===== src/rtl/wpp_pkg.sv =====
// ----------------------------------------------------------------------------
// wpp_pkg
// Types and constants of the WAV PCM stream parser.
// ----------------------------------------------------------------------------
package wpp_pkg;

   localparam int SMP_BYTES   = 4;   // stored sample bytes: two per channel, two channels
   localparam int QUEUE_DEPTH = 4;
   localparam int QPTR_W      = $clog2(QUEUE_DEPTH);
   localparam int QCNT_W      = $clog2(QUEUE_DEPTH + 1);

   localparam logic [31:0] TAG_RIFF = 32'h5249_4646;
   localparam logic [31:0] TAG_WAVE = 32'h5741_5645;
   localparam logic [31:0] TAG_FMT  = 32'h666D_7420;
   localparam logic [31:0] TAG_DATA = 32'h6461_7461;
   localparam logic [5:0]  MIN_FILE = 6'd44;
   localparam logic [31:0] MIN_FMT  = 32'd16;
   localparam logic [15:0] FMT_PCM  = 16'd1;

   localparam logic [1:0] KIND_FRAME = 2'd0;
   localparam logic [1:0] KIND_OK    = 2'd1;
   localparam logic [1:0] KIND_ERR   = 2'd2;

   // One queue entry: what one input word produced
   typedef struct packed {
      logic        has_frame;
      logic        has_end;
      logic        end_ok;
      logic [15:0] left_sample;
      logic [15:0] right_sample;
      logic [31:0] rate_hz;
      logic [15:0] channel_count;
      logic [15:0] sample_bits;
   } entry_type;

   // Queue status seen by the front
   typedef struct packed {
      logic full;
      logic empty;
   } qstat_type;

endpackage


===== src/rtl/wpp_ifs.sv =====
// ----------------------------------------------------------------------------
// wpp_req_if / wpp_rsp_if
// Valid/ready channels carrying input words and result items.
// ----------------------------------------------------------------------------
interface wpp_req_if;
   logic       valid;
   logic       ready;
   logic [7:0] data_byte;
   logic       final_byte;

   modport source (output valid, output data_byte, output final_byte, input ready);
   modport sink   (input valid, input data_byte, input final_byte, output ready);
endinterface

interface wpp_rsp_if;
   logic               valid;
   logic               ready;
   logic [1:0]         kind;
   logic signed [15:0] left_sample;
   logic signed [15:0] right_sample;
   logic [31:0]        rate_hz;
   logic [15:0]        channel_count;
   logic [15:0]        sample_bits;
   logic               last_item;

   modport source (output valid, output kind, output left_sample, output right_sample,
                   output rate_hz, output channel_count, output sample_bits,
                   output last_item, input ready);
   modport sink   (input valid, input kind, input left_sample, input right_sample,
                   input rate_hz, input channel_count, input sample_bits,
                   input last_item, output ready);
endinterface


===== src/rtl/wpp_front.sv =====
// ----------------------------------------------------------------------------
// wpp_front
// Byte parser: walks RIFF/WAVE chunks, captures fmt fields, assembles frames
// and pushes one queue entry for every word that yields a result.
// ----------------------------------------------------------------------------
module wpp_front (
   input  logic               clock,
   input  logic               reset,
   input  logic               in_valid,
   input  logic [7:0]         in_byte,
   input  logic               in_final,
   input  wpp_pkg::qstat_type qstat,
   output logic               push,
   output wpp_pkg::entry_type push_entry
);

   localparam logic [3:0] PH_RIFF  = 4'd0;
   localparam logic [3:0] PH_RSIZE = 4'd1;
   localparam logic [3:0] PH_WAVE  = 4'd2;
   localparam logic [3:0] PH_CHDR  = 4'd3;
   localparam logic [3:0] PH_SKIP  = 4'd4;
   localparam logic [3:0] PH_FMT   = 4'd5;
   localparam logic [3:0] PH_DATA  = 4'd6;
   localparam logic [3:0] PH_PAD   = 4'd7;
   localparam logic [3:0] PH_DEAD  = 4'd8;

   logic [3:0]  phase_ff,    phase_in;
   logic [5:0]  fbc_ff,      fbc_in;
   logic [31:0] tag_ff,      tag_in;
   logic [31:0] rem_ff,      rem_in;
   logic        pad_ff,      pad_in;
   logic [15:0] ftag_ff,     ftag_in;
   logic [15:0] chan_ff,     chan_in;
   logic [31:0] rate_ff,     rate_in;
   logic [15:0] bits_ff,     bits_in;
   logic        found_ff,    found_in;
   logic        ddone_ff,    ddone_in;
   logic [4:0]  idx_ff,      idx_in;
   logic [12:0] bk_ff,       bk_in;
   logic [15:0] bc_ff,       bc_in;
   logic [7:0]  smp_ff [wpp_pkg::SMP_BYTES];
   logic [7:0]  smp_in [wpp_pkg::SMP_BYTES];

   logic        accept;
   logic [15:0] chans_eff, bits_eff, chans_in_eff, bits_in_eff;
   logic [12:0] bps;
   logic        pcm_ok, ok_end;
   logic [31:0] rem_dec, csize;
   logic        frame_end;
   logic [15:0] left_w, right_w;

   assign accept    = in_valid && !qstat.full;
   assign chans_eff = (chan_ff == 16'd0) ? 16'd1 : chan_ff;
   assign bits_eff  = (bits_ff == 16'd0) ? 16'd16 : bits_ff;
   assign bps       = bits_eff[15:3];
   assign pcm_ok    = found_ff && (ftag_ff == wpp_pkg::FMT_PCM) && (bps != 13'd0);
   assign rem_dec   = rem_ff - 32'd1;
   assign csize     = {in_byte, rem_ff[23:0]};

   always_comb begin
      phase_in  = phase_ff;
      fbc_in    = (fbc_ff < wpp_pkg::MIN_FILE) ? fbc_ff + 6'd1 : fbc_ff;
      tag_in    = tag_ff;
      rem_in    = rem_ff;
      pad_in    = pad_ff;
      ftag_in   = ftag_ff;
      chan_in   = chan_ff;
      rate_in   = rate_ff;
      bits_in   = bits_ff;
      found_in  = found_ff;
      ddone_in  = ddone_ff;
      idx_in    = idx_ff;
      bk_in     = bk_ff;
      bc_in     = bc_ff;
      smp_in    = smp_ff;
      frame_end = 1'b0;
      left_w    = 16'd0;
      right_w   = 16'd0;

      case (phase_ff)
         PH_RIFF, PH_WAVE: begin
            tag_in = {tag_ff[23:0], in_byte};
            idx_in = idx_ff + 5'd1;
            if (idx_ff == 5'd3) begin
               if (phase_ff == PH_RIFF)
                  phase_in = (tag_in == wpp_pkg::TAG_RIFF) ? PH_RSIZE : PH_DEAD;
               else
                  phase_in = (tag_in == wpp_pkg::TAG_WAVE) ? PH_CHDR : PH_DEAD;
               idx_in = 5'd0;
               rem_in = 32'd0;
               pad_in = 1'b0;
            end
         end
         PH_RSIZE: begin
            if (idx_ff == 5'd3) begin
               idx_in   = 5'd0;
               phase_in = PH_WAVE;
            end else begin
               idx_in = idx_ff + 5'd1;
            end
         end
         PH_CHDR: begin
            idx_in = idx_ff + 5'd1;
            if (idx_ff < 5'd4)
               tag_in = {tag_ff[23:0], in_byte};
            else
               rem_in[8*idx_ff[1:0] +: 8] = in_byte;
            if (idx_ff == 5'd7) begin
               // chunk header complete: open the body
               rem_in = csize;
               pad_in = csize[0];
               idx_in = 5'd0;
               if (tag_ff == wpp_pkg::TAG_FMT && csize >= wpp_pkg::MIN_FMT) begin
                  if (ddone_ff) begin
                     phase_in = PH_DEAD;
                  end else begin
                     found_in = 1'b1;
                     ftag_in  = 16'd0;
                     chan_in  = 16'd0;
                     rate_in  = 32'd0;
                     bits_in  = 16'd0;
                     phase_in = PH_FMT;
                  end
               end else if (tag_ff == wpp_pkg::TAG_DATA && !ddone_ff) begin
                  ddone_in = 1'b1;
                  for (int i = 0; i < wpp_pkg::SMP_BYTES; i++) smp_in[i] = 8'd0;
                  bk_in    = 13'd0;
                  bc_in    = 16'd0;
                  phase_in = PH_DATA;
               end else begin
                  phase_in = PH_SKIP;
               end
               if (csize == 32'd0 && phase_in != PH_DEAD) begin
                  phase_in = PH_CHDR;
                  rem_in   = 32'd0;
                  pad_in   = 1'b0;
               end
            end
         end
         PH_FMT, PH_DATA, PH_SKIP: begin
            if (phase_ff == PH_FMT) begin
               case (idx_ff)
                  5'd0:  ftag_in[7:0]   = in_byte;
                  5'd1:  ftag_in[15:8]  = in_byte;
                  5'd2:  chan_in[7:0]   = in_byte;
                  5'd3:  chan_in[15:8]  = in_byte;
                  5'd4:  rate_in[7:0]   = in_byte;
                  5'd5:  rate_in[15:8]  = in_byte;
                  5'd6:  rate_in[23:16] = in_byte;
                  5'd7:  rate_in[31:24] = in_byte;
                  5'd14: bits_in[7:0]   = in_byte;
                  5'd15: bits_in[15:8]  = in_byte;
                  default: ;
               endcase
               // offsets past the fields only need to stay past them
               idx_in = (idx_ff == 5'd31) ? idx_ff : idx_ff + 5'd1;
            end
            if (phase_ff == PH_DATA && pcm_ok) begin
               if (bc_ff < 16'd2 && bk_ff < 13'd2)
                  smp_in[{bc_ff[0], bk_ff[0]}] = in_byte;
               left_w  = {smp_in[1], smp_in[0]};
               right_w = (chans_eff == 16'd2) ? {smp_in[3], smp_in[2]} : left_w;
               if (bk_ff == bps - 13'd1) begin
                  bk_in = 13'd0;
                  if (bc_ff == chans_eff - 16'd1) begin
                     frame_end = 1'b1;
                     bc_in     = 16'd0;
                     for (int i = 0; i < wpp_pkg::SMP_BYTES; i++) smp_in[i] = 8'd0;
                  end else begin
                     bc_in = bc_ff + 16'd1;
                  end
               end else begin
                  bk_in = bk_ff + 13'd1;
               end
            end
            rem_in = rem_dec;
            if (rem_dec == 32'd0) begin
               phase_in = pad_ff ? PH_PAD : PH_CHDR;
               pad_in   = 1'b0;
               idx_in   = 5'd0;
               bk_in    = 13'd0;
               bc_in    = 16'd0;
            end
         end
         PH_PAD: begin
            phase_in = PH_CHDR;
            idx_in   = 5'd0;
         end
         default: phase_in = PH_DEAD;
      endcase
   end

   assign chans_in_eff = (chan_in == 16'd0) ? 16'd1 : chan_in;
   assign bits_in_eff  = (bits_in == 16'd0) ? 16'd16 : bits_in;
   assign ok_end = (fbc_in >= wpp_pkg::MIN_FILE) && (phase_in != PH_DEAD) && found_in &&
                   (ftag_in == wpp_pkg::FMT_PCM) && (bits_in_eff[15:3] != 13'd0);

   assign push = accept && (frame_end || in_final);

   always_comb begin
      push_entry               = '0;
      push_entry.has_frame     = frame_end;
      push_entry.has_end       = in_final;
      push_entry.end_ok        = ok_end;
      push_entry.left_sample   = left_w;
      push_entry.right_sample  = right_w;
      push_entry.rate_hz       = rate_in;
      push_entry.channel_count = chans_in_eff;
      push_entry.sample_bits   = bits_in_eff;
   end

   always_ff @(posedge clock) begin
      if (reset || (accept && in_final)) begin
         // the last word of a file returns the parser to its reset state
         phase_ff <= PH_RIFF;
         fbc_ff   <= 6'd0;
         tag_ff   <= 32'd0;
         rem_ff   <= 32'd0;
         pad_ff   <= 1'b0;
         ftag_ff  <= 16'd0;
         chan_ff  <= 16'd0;
         rate_ff  <= 32'd0;
         bits_ff  <= 16'd0;
         found_ff <= 1'b0;
         ddone_ff <= 1'b0;
         idx_ff   <= 5'd0;
         bk_ff    <= 13'd0;
         bc_ff    <= 16'd0;
         for (int i = 0; i < wpp_pkg::SMP_BYTES; i++) smp_ff[i] <= 8'd0;
      end else if (accept) begin
         phase_ff <= phase_in;
         fbc_ff   <= fbc_in;
         tag_ff   <= tag_in;
         rem_ff   <= rem_in;
         pad_ff   <= pad_in;
         ftag_ff  <= ftag_in;
         chan_ff  <= chan_in;
         rate_ff  <= rate_in;
         bits_ff  <= bits_in;
         found_ff <= found_in;
         ddone_ff <= ddone_in;
         idx_ff   <= idx_in;
         bk_ff    <= bk_in;
         bc_ff    <= bc_in;
         smp_ff   <= smp_in;
      end
   end

endmodule


===== src/rtl/wpp_queue.sv =====
// ----------------------------------------------------------------------------
// wpp_queue
// Short FIFO of parsed entries between the parser and the output stage.
// ----------------------------------------------------------------------------
module wpp_queue (
   input  logic               clock,
   input  logic               reset,
   input  logic               push,
   input  wpp_pkg::entry_type push_entry,
   input  logic               pop,
   output wpp_pkg::entry_type head,
   output wpp_pkg::qstat_type qstat
);

   wpp_pkg::entry_type             slot_ff [wpp_pkg::QUEUE_DEPTH];
   logic [wpp_pkg::QPTR_W-1:0]     wr_ff, wr_in;
   logic [wpp_pkg::QPTR_W-1:0]     rd_ff, rd_in;
   logic [wpp_pkg::QCNT_W-1:0]     cnt_ff, cnt_in;
   logic                           do_push, do_pop;

   assign qstat.full  = (cnt_ff == wpp_pkg::QCNT_W'(wpp_pkg::QUEUE_DEPTH));
   assign qstat.empty = (cnt_ff == '0);
   assign do_push     = push && !qstat.full;
   assign do_pop      = pop && !qstat.empty;
   assign head        = slot_ff[rd_ff];

   always_comb begin
      wr_in  = do_push ? wr_ff + 1'b1 : wr_ff;
      rd_in  = do_pop ? rd_ff + 1'b1 : rd_ff;
      cnt_in = cnt_ff;
      if (do_push && !do_pop) cnt_in = cnt_ff + 1'b1;
      if (do_pop && !do_push) cnt_in = cnt_ff - 1'b1;
   end

   always_ff @(posedge clock) begin
      if (reset) begin
         wr_ff  <= '0;
         rd_ff  <= '0;
         cnt_ff <= '0;
      end else begin
         wr_ff  <= wr_in;
         rd_ff  <= rd_in;
         cnt_ff <= cnt_in;
      end
   end

   always_ff @(posedge clock) begin
      if (do_push) slot_ff[wr_ff] <= push_entry;
   end

endmodule


===== src/rtl/wpp_back.sv =====
// ----------------------------------------------------------------------------
// wpp_back
// Output stage: splits a queue entry into a frame word and an end word and
// holds each in the output register until taken.
// ----------------------------------------------------------------------------
module wpp_back (
   input  logic               clock,
   input  logic               reset,
   input  wpp_pkg::entry_type head,
   input  wpp_pkg::qstat_type qstat,
   output logic               pop,
   wpp_rsp_if.source          rsp
);

   logic               val_ff,   val_in;
   logic               split_ff, split_in;
   logic [1:0]         kind_ff,  kind_in;
   logic signed [15:0] left_ff,  left_in;
   logic signed [15:0] right_ff, right_in;
   logic [31:0]        rate_ff,  rate_in;
   logic [15:0]        chan_ff,  chan_in;
   logic [15:0]        bits_ff,  bits_in;
   logic               last_ff,  last_in;
   logic               load;

   assign load = !val_ff || rsp.ready;

   always_comb begin
      val_in   = val_ff;
      split_in = split_ff;
      kind_in  = kind_ff;
      left_in  = left_ff;
      right_in = right_ff;
      rate_in  = rate_ff;
      chan_in  = chan_ff;
      bits_in  = bits_ff;
      last_in  = last_ff;
      pop      = 1'b0;
      if (load) begin
         val_in = !qstat.empty;
         if (!qstat.empty) begin
            rate_in = head.rate_hz;
            chan_in = head.channel_count;
            bits_in = head.sample_bits;
            if (head.has_frame && !split_ff) begin
               kind_in  = wpp_pkg::KIND_FRAME;
               left_in  = head.left_sample;
               right_in = head.right_sample;
               last_in  = 1'b0;
               // keep the entry when its end word is still due
               split_in = head.has_end;
               pop      = !head.has_end;
            end else begin
               kind_in  = head.end_ok ? wpp_pkg::KIND_OK : wpp_pkg::KIND_ERR;
               left_in  = 16'sd0;
               right_in = 16'sd0;
               last_in  = 1'b1;
               split_in = 1'b0;
               pop      = 1'b1;
            end
         end
      end
   end

   always_ff @(posedge clock) begin
      if (reset) begin
         val_ff   <= 1'b0;
         split_ff <= 1'b0;
      end else begin
         val_ff   <= val_in;
         split_ff <= split_in;
      end
   end

   always_ff @(posedge clock) begin
      kind_ff  <= kind_in;
      left_ff  <= left_in;
      right_ff <= right_in;
      rate_ff  <= rate_in;
      chan_ff  <= chan_in;
      bits_ff  <= bits_in;
      last_ff  <= last_in;
   end

   assign rsp.valid         = val_ff;
   assign rsp.kind          = kind_ff;
   assign rsp.left_sample   = left_ff;
   assign rsp.right_sample  = right_ff;
   assign rsp.rate_hz       = rate_ff;
   assign rsp.channel_count = chan_ff;
   assign rsp.sample_bits   = bits_ff;
   assign rsp.last_item     = last_ff;

endmodule


===== src/rtl/wav_pcm_stream_parser.sv =====
// ----------------------------------------------------------------------------
// wav_pcm_stream_parser
// Parses a RIFF/WAVE PCM file given one byte per word into stereo frames.
// ----------------------------------------------------------------------------
// Usage:
//   req_ch carries one byte of the file per word; final_byte marks the last.
//   rsp_ch returns stereo frames (kind 0) and one end word per file (kind 1
//   success, kind 2 error, last_item set). The fmt fields ride on every word.
// Throughput: one byte per cycle while the queue is not full. A byte that
//   completes a frame and also ends the file yields two result words, the
//   frame word first and then the end word. A byte's entry is written into
//   the queue at the edge that accepts the byte and moves into the output
//   register once that register is empty or being taken by rsp_ch.
// The parser sits in front of a 4-entry queue; req_ch.ready falls only while
//   that queue is full, so a stalled receiver backs up into the sender after
//   the queue and the output register have filled.
// Reset clears the parser, the queue and the output valid; no clearing pass
//   is needed. The parser also returns to its reset state after every
//   final byte, so the next byte starts a new file.
// ----------------------------------------------------------------------------
module wav_pcm_stream_parser (
   input  logic      clock,
   input  logic      reset,
   wpp_req_if.sink   req_ch,
   wpp_rsp_if.source rsp_ch
);

   wpp_pkg::entry_type push_entry;
   wpp_pkg::entry_type head;
   wpp_pkg::qstat_type qstat;
   logic               push;
   logic               pop;

   assign req_ch.ready = !qstat.full;

   wpp_front u_front (
      .clock      (clock),
      .reset      (reset),
      .in_valid   (req_ch.valid),
      .in_byte    (req_ch.data_byte),
      .in_final   (req_ch.final_byte),
      .qstat      (qstat),
      .push       (push),
      .push_entry (push_entry)
   );

   wpp_queue u_queue (
      .clock      (clock),
      .reset      (reset),
      .push       (push),
      .push_entry (push_entry),
      .pop        (pop),
      .head       (head),
      .qstat      (qstat)
   );

   wpp_back u_back (
      .clock (clock),
      .reset (reset),
      .head  (head),
      .qstat (qstat),
      .pop   (pop),
      .rsp   (rsp_ch)
   );

endmodule


===== src/flat_wrapper.sv =====
// flat-port wrapper written by rule: the top's interface ports become plain ports
module wav_pcm_stream_parser_flat 
  (clock, reset, req_ch_valid, req_ch_data_byte, req_ch_final_byte, req_ch_ready, rsp_ch_valid, rsp_ch_kind, rsp_ch_left_sample, rsp_ch_right_sample, rsp_ch_rate_hz, rsp_ch_channel_count, rsp_ch_sample_bits, rsp_ch_last_item, rsp_ch_ready);
  wpp_req_if req_ch_i ();
  wpp_rsp_if rsp_ch_i ();
  input  logic clock;
  input  logic reset;
  input wire logic [$bits(req_ch_i.valid)-1:0] req_ch_valid;
  input wire logic [$bits(req_ch_i.data_byte)-1:0] req_ch_data_byte;
  input wire logic [$bits(req_ch_i.final_byte)-1:0] req_ch_final_byte;
  output wire logic [$bits(req_ch_i.ready)-1:0] req_ch_ready;
  output wire logic [$bits(rsp_ch_i.valid)-1:0] rsp_ch_valid;
  output wire logic [$bits(rsp_ch_i.kind)-1:0] rsp_ch_kind;
  output wire logic [$bits(rsp_ch_i.left_sample)-1:0] rsp_ch_left_sample;
  output wire logic [$bits(rsp_ch_i.right_sample)-1:0] rsp_ch_right_sample;
  output wire logic [$bits(rsp_ch_i.rate_hz)-1:0] rsp_ch_rate_hz;
  output wire logic [$bits(rsp_ch_i.channel_count)-1:0] rsp_ch_channel_count;
  output wire logic [$bits(rsp_ch_i.sample_bits)-1:0] rsp_ch_sample_bits;
  output wire logic [$bits(rsp_ch_i.last_item)-1:0] rsp_ch_last_item;
  input wire logic [$bits(rsp_ch_i.ready)-1:0] rsp_ch_ready;
  assign req_ch_i.valid = req_ch_valid;
  assign req_ch_i.data_byte = req_ch_data_byte;
  assign req_ch_i.final_byte = req_ch_final_byte;
  assign req_ch_ready = req_ch_i.ready;
  assign rsp_ch_valid = rsp_ch_i.valid;
  assign rsp_ch_kind = rsp_ch_i.kind;
  assign rsp_ch_left_sample = rsp_ch_i.left_sample;
  assign rsp_ch_right_sample = rsp_ch_i.right_sample;
  assign rsp_ch_rate_hz = rsp_ch_i.rate_hz;
  assign rsp_ch_channel_count = rsp_ch_i.channel_count;
  assign rsp_ch_sample_bits = rsp_ch_i.sample_bits;
  assign rsp_ch_last_item = rsp_ch_i.last_item;
  assign rsp_ch_i.ready = rsp_ch_ready;
  wav_pcm_stream_parser u_core (.clock(clock), .reset(reset), .req_ch(req_ch_i), .rsp_ch(rsp_ch_i));
endmodule

===== config.mk =====
export PLATFORM = sky130hd
export DESIGN_NAME = wav_pcm_stream_parser_flat
export DESIGN_NICKNAME = d
export VERILOG_FILES = /design/src/rtl/wpp_pkg.sv /design/src/rtl/wpp_ifs.sv /design/src/rtl/wpp_front.sv /design/src/rtl/wpp_queue.sv /design/src/rtl/wpp_back.sv /design/src/rtl/wav_pcm_stream_parser.sv /design/src/flat_wrapper.sv
export SDC_FILE = /design/constraint.sdc
export NUM_CORES = 1
export LEC_CHECK = 0
export BUFFER_PORTS_ARGS = -buffer_cell sky130_fd_sc_hd__buf_2
export CORE_MARGIN = 3
export CORE_UTILIZATION = 50
export DETAILED_ROUTE_END_ITERATION = 16
export GPL_TIMING_DRIVEN = 0
export PLACE_DENSITY = 0.69
export SYNTH_ARGS = -nofsm -noshare
export SYNTH_HDL_FRONTEND = slang
export SYNTH_SLANG_ARGS = --single-unit

===== constraint.sdc =====
create_clock -name clock -period 6.57 [get_ports clock]
set_input_delay 0 -clock clock [delete_from_list [all_inputs] [get_ports clock]]
set_output_delay 0 -clock clock [all_outputs]
set_load 0.02 [all_outputs]

# Word level (Yosys, flattened, before mapping)
# Memories as Yosys holds them, arrays and structs flattened. A register that Yosys moved wholly into a read port is not among the register bits.
# Index checks and enable logic that the tools add are counted.
# op_classes
n_addsub	12
n_lt_le_gt_ge	8
eq_ne	42
n_shift	2
muxes	120
bitwise_logic	3
n_reduce_logical	60
# op_table
op	count
$mux 32	16
$mux 16	28
$pmux 32 s2	3
$eq 32x31->1 const B	4
$pmux 16 s2	4
$pmux 32 s3	1
$mux 8	11
$mux 13	6
$bwmux 32	2
$logic_not 16->1	4
$logic_not 32->1	2
$mux 4	12
$neg 5->34	1
$shift 8x34->32 const A	1
$shiftx 8x34->32	1
$eq 16x1->1 const B	2
$ge 32x5->1 const B	1
$sub 32x1->32 const B	1
$pmux 13 s2	1
$reduce_bool 13->1	2
$mux 5	5
$eq 5x3->1 const B	4
$logic_and 1x1->1	20
$pmux 4 s5	1
55 further kinds	114
# word_totals
register_bits	331
ramBits	396
inputBits	13
output_inout_bits	101
elab_cells	279
memories	1
# mem_list
memory	words	word_bits	rd	rd_ports_with_merged_regs	write_ports	line	source
u_core.u_queue.slot_ff	4	99	1	1	1	wpp_queue.sv:15	wpp_pkg::entry_type slot_ff [wpp_pkg::QUEUE_DEPTH];

# Logic depth before layout (Yosys ltp)
# depth
depth_word	16
ltp_mapped	21
mapped_depth_nobuf	19

# By module
# A second synthesis with hierarchy kept.
# hier_totals
cells_unflattened	2658
hier_area_um2	31979.4
# by_module_without_submodules
mod	instances	cells_each	area_per_inst_um2	seq_area_each_um2
wpp_queue	1	571	14720.4	12071.6
wpp_front	1	1937	13862.0	4464.3
wpp_back	1	149	3393.3	3012.9
wav_pcm_stream_parser	1	1	3.8	0.0

# Worst setup path after synthesis
# No wires, ideal clock.
# synth_timing
kind	reg2reg
from	reg u_core.u_queue.cnt_ff[0] in the netlist's numbering
to	reg u_core.u_queue.cnt_ff[2] in the netlist's numbering
setup_time_ps	71
arrival_time_ps	6859
t_required_ps	6499
path_slack_ps	-360
stages_incl_launch_ff	9
path_buffers	0
synth_period_minus_slack_ps	6930
path_cell_list	dfxtp_1 > nor3_1 > a21oi_1 > a21boi_0 > ha_1 > fa_1 > xnor2_1 > or3_1 > a21oi_1
# synth_via
elab_cells_between_ends	19
cone_classes	2 x add/sub; 1 x eq/ne; 4 x mux; 12 x reduce/logical
# synth_rtl
item	line	source
start, declared	wpp_queue.sv:18	logic [wpp_pkg::QCNT_W-1:0] cnt_ff, cnt_in;
start signal, assigned	wpp_queue.sv:43	cnt_ff <= cnt_in;
$logic_not 3->1 (*)	wpp_queue.sv:22	assign qstat.empty = (cnt_ff == '0);
$mux 1	wpp_back.sv:41	if (!qstat.empty) begin
$mux 1	wpp_back.sv:39	if (load) begin
$logic_and 1x1->1 (*)	wpp_queue.sv:24	assign do_pop = pop && !qstat.empty;
net u_core.u_queue.do_pop	wpp_queue.sv:19	logic do_push, do_pop;
$logic_not 1->1	wpp_queue.sv:31	if (do_push && !do_pop) cnt_in = cnt_ff + 1'b1;
$logic_and 1x1->1	wpp_queue.sv:31	
$reduce_bool 2->1 (no source line)	-	
# The timed path passes the listed nets; every way through them passes the cells marked *. The select of a mux whose other input is x is not followed.
# A chain may end at the register's enable or synchronous reset.

==> run_results.csv <==
group,metric,value,unit
run_status,outcome,"complete, no violations",
clock_network,clock_latency,630,ps
timing,setup_ws,754,ps
flow_run,drv_cap,0,
min_path,hold_path_class,"input pin to flop",
setup_path,crit_top_cell,"clkbuf_1",
place,port_buffers,113,
route,wire_per_inst,23.3,µm
floorplan,std_cell_rows,91,
route,drc,0,
place,place_inst,3550,
synthesis,ys_warn_count,0,
clock_network,cts_max_path_buffers,3,
final_layout,stdcell_count,3696,
synthesis,dominantRegCellSynth,"edfxtp_1",
synthesis,synthArstFlopShare,0,%
clock_network,clk_pin_slew_worst_paths,60,ps
place,dp_slack,791,ps
synthesis,ys_ff_latch,729,
timing,finClkSkew,27.0,ps
floorplan,die-height,258,µm
synthesis,synthCells,2592,
final_layout,utilization,58.1,%
setup_path,path_max_fanout,54,
timing,final_hold_viol_count,0,
clock_network,cts_setup_buffers,0,
setup_path,slowest_stage,"and2_4",
timing,rsz0062_at_grt,"false",
route,num_vias,22600,
floorplan,fp.dieW,258,µm
route,met1_length,34700,µm
timing,slew_headroom,5.39,%
global_route,grt_use_total,25.7,%
clock_network,cts.root.buffer_cell,"clkbuf_16",
setup_path,crit_chain,"clkbuf_1, nor4_1, and2_1, and3_1, a21oi_1, ha_1, or3b_1, clkbuf_1, nor3_1, or3_1, a21o_1, a221oi_2, o2111a_1, and4b_1, o21a_2, and2_4, buf_16",
route,maxUsedRoutingLayer,"met5",
clock_network,cts.repair.resized,0,
power,seq_power_share,43.5,%
setup_path,criticalPathCategory,"flop to flop",
synthesis,yosysUniqueCellTypes,96,
power,pwr-share-comb,22.4,%
route,routed_wirelength,86000,µm
place,globalplace.congestion,0.952,
power,leakage,12.4,nW
synthesis,synthesis.area,31600,µm²
floorplan,initial_core_util,50.9,%
global_route,grt_antenna_before_repair,2,
power,peakVddDrop,0.184,mV
power,p_switching,3.93,mW
setup_path,reg2reg_from,"u_core.u_front.chan_ff[12]$_SDFFE_PP0P_",
setup_path,startpoint,"u_core.u_front.chan_ff[12]$_SDFFE_PP0P_",
route,viasPerCell,6.12,
final_layout,final_cell_area,36100,µm²
clock_network,cts_inserted_buffers,76,
power,p_sw_share,30.2,%
clock_network,h-tree-depth,3,
timing,fmax,172,MHz
setup_path,cpPeakStageDelay,660,ps
place,placed_area,33500,µm²
global_route,grt-ovfl-total,0,
global_route,grt_pass1_vias,21900,
route,first_pass_iters,5,
floorplan,core_region_area,62200,µm²
route,wl_met2,41200,µm
final_layout,fill_cells,5016,
timing,tightest_slew,1420,ps
timing,maxSlewViolCount,0,
final_layout,multi_input_area,11300,µm²
timing,min_period,5820,ps
clock_network,cts_tree,"yes",
synthesis,synth_edf_count,495,
final_layout,drive_gt1_share,14.1,%
route,drt_iter0_markers,2464,
setup_path,cp.required,6850,ps
final_layout,areaGrowthSynthToFinish,14.2,%
power,p_per_area,361,nW/µm²
setup_path,arrival,6100,ps
floorplan,die_area,66300,µm²
setup_path,cp-end-kind,"flop",
clock_network,cts_sinks,729,
final_layout,nets,2832,
synthesis,syn_avg_cell_area,12.2,µm²
timing,min_period_over_period,88.5,%
global_route,grt_max_degree,55,
power,p_clk_share,34.1,%
place,hpwl,58600,µm
power,p_int,9.10,mW
synthesis,synth_fp_nets,2628,
final_layout,final-seq-area,19500,µm²
route,wl_met3,6710,µm
route,ant_nets,0,
setup_path,start_kind,"flop",
min_path,hold_start,"req_ch_data_byte[1]",
floorplan,ios,114,
timing,finalSetupViolations,0,
global_route,grt_first_pass_wirelength,131000,µm
synthesis,seq_area_frac_synth,61.8,%
## final cells by class
type	count	area share, %
Multi-Input combinational cell	1651	31.3
Buffer	175	1.92
Timing Repair Buffer	126	2.22
Antenna cell	1	0.00692
Sequential cell	729	54.1
Clock buffer	88	5.50
Tap cell	837	2.90
Clock inverter	52	1.72
Inverter	37	0.384
## path summary, 6_finish.rpt
kind,end,slack (ps),cells past startpoint
worst max-delay path,u_core.u_queue.slot_ff[1][18]$_DFFE_PP_,750,17
worst max register to register,u_core.u_queue.slot_ff[1][18]$_DFFE_PP_,750,17
worst min-delay path,u_core.u_front.phase_ff[1]$_SDFFE_PP0P_,120,6
worst min register to register,u_core.u_front.tag_ff[30]$_SDFFE_PP0P_,460,2
## placed cells by master, fill, tap and decap left out, types with 17 or more instances in the layout
cell	n
clkbuf_1	142
o22ai_1	26
mux4_2	99
and3_1	38
a22oi_1	23
dfxtp_1	234
edfxtp_1	495
clkbuf_16	76
nor4_1	34
mux2i_1	20
xnor2_1	25
a22o_1	42
nor2_1	189
o21ai_1	58
xor2_1	25
nor2b_1	58
a211oi_1	17
o21ai_0	67
a21oi_1	160
nand3_1	90
o31ai_1	17
buf_1	24
nor3_1	55
or3_1	23
nand2_1	309
buf_2	127
inv_1	35
ha_1	22
## sequential cells by signal, indices dropped and copies added, names as in the netlist, 32 cells and up, named ones only
name	count
u_core.u_front.rate_ff	32
u_core.u_front.rem_ff	32
u_core.u_front.smp_ff	32
u_core.u_back.rsp.rate_hz	32
u_core.u_queue.slot_ff	396
u_core.u_front.tag_ff	32
## worst max-delay path, delay by kind of cell (launching register included)
family	cells	cell delay (ps)
adders and majority gates	1	250
DFF	1	290
AOI/OAI and AO/OA	5	1350
and+or+nand+nor	8	2640
buffers and inverters	3	830
## cell usage after synthesis (7+ instances only)
cell / n / area [µm²]
mux2i_1: 20 / 200
nor4bb_1: 10 / 100
nand3_1: 90 / 450
nand2_1: 309 / 1160
a221o_1: 12 / 120
o21ai_0: 67 / 335
inv_1: 35 / 131
a22o_1: 42 / 368
nand2b_1: 16 / 100
a21o_1: 8 / 60.1
xor2_1: 25 / 219
mux4_2: 99 / 2230
buf_1: 24 / 90.1
o31ai_1: 17 / 128
nor2b_1: 58 / 363
dfxtp_1: 234 / 4680
nor4_1: 34 / 213
nor4b_1: 7 / 61.3
xnor2_1: 25 / 219
a32oi_1: 14 / 123
a21oi_1: 161 / 806
o21ai_1: 58 / 290
and3_1: 38 / 238
nand4_1: 16 / 100
nor3b_1: 11 / 82.6
clkbuf_1: 134 / 503
o22ai_1: 26 / 163
ha_1: 22 / 275
a31oi_1: 15 / 93.8
a22oi_1: 23 / 173
a211oi_1: 17 / 128
buf_2: 14 / 70.1
and2_1: 15 / 93.8
nor3_1: 55 / 275
or4_1: 14 / 105
or3_1: 23 / 144
edfxtp_1: 495 / 14900
nor2_1: 189 / 709
## metrics by stage
| step | setup TNS (ps) | total power [mW] | hold slack, ps |
|---|---|---|---|
| 2_1_floorplan | 0 | 7.71 | 98.9 |
| 3_3_place_gp | -875890 | 8.63 | 291 |
| 3_5_place_dp | 0 | 8.69 | 312 |
| 4_1_cts | 0 | 13.1 | 80.7 |
| 5_1_grt | 0 | 13.6 | 147 |
| 6_report | 0 | 13.0 | 123 |
## kinds of logic (layout without fill, tap and decap cells)
| group | count (synthesis) | in the layout | synth area share (%) |
|---|---|---|---|
| and+or+nand+nor | 932 | 932 | 14.7 |
| adders and majority gates | 23 | 23 | 0.933 |
| buffers and inverters | 212 | 478 | 2.63 |
| DFF | 729 | 729 | 61.8 |
| other | 0 | 1 | 0 |
| AOI/OAI and AO/OA | 523 | 523 | 10.7 |
| xor gates and xnor gates | 50 | 50 | 1.38 |
| muxes | 123 | 123 | 7.82 |
## layer usage
layer,up-vias,global-route usage (%)
met5,-,0
met4,2,10.6
met3,214,4.50
met2,966,41.8
met1,11200,34.3
li1,10200,-
## power by group through the flow
stage	registers, mW	clock network [mW]	logic [mW]
after floorplan	6.24	0	1.47
after global placement	5.83	0	2.81
after detailed placement	5.76	0	2.93
after CTS	5.67	4.52	2.94
after global routing	5.71	4.70	3.14
final	5.66	4.44	2.92
## what timing repair did
| action | CTS | global route |
|---|---|---|
| endpoints found under the hold margin | 37 | 0 |
| hold buffers | 5 | 0 |
| endpoints found under the setup margin | 0 | 0 |
No activity file was read; power rests on OpenSTA's default activity.
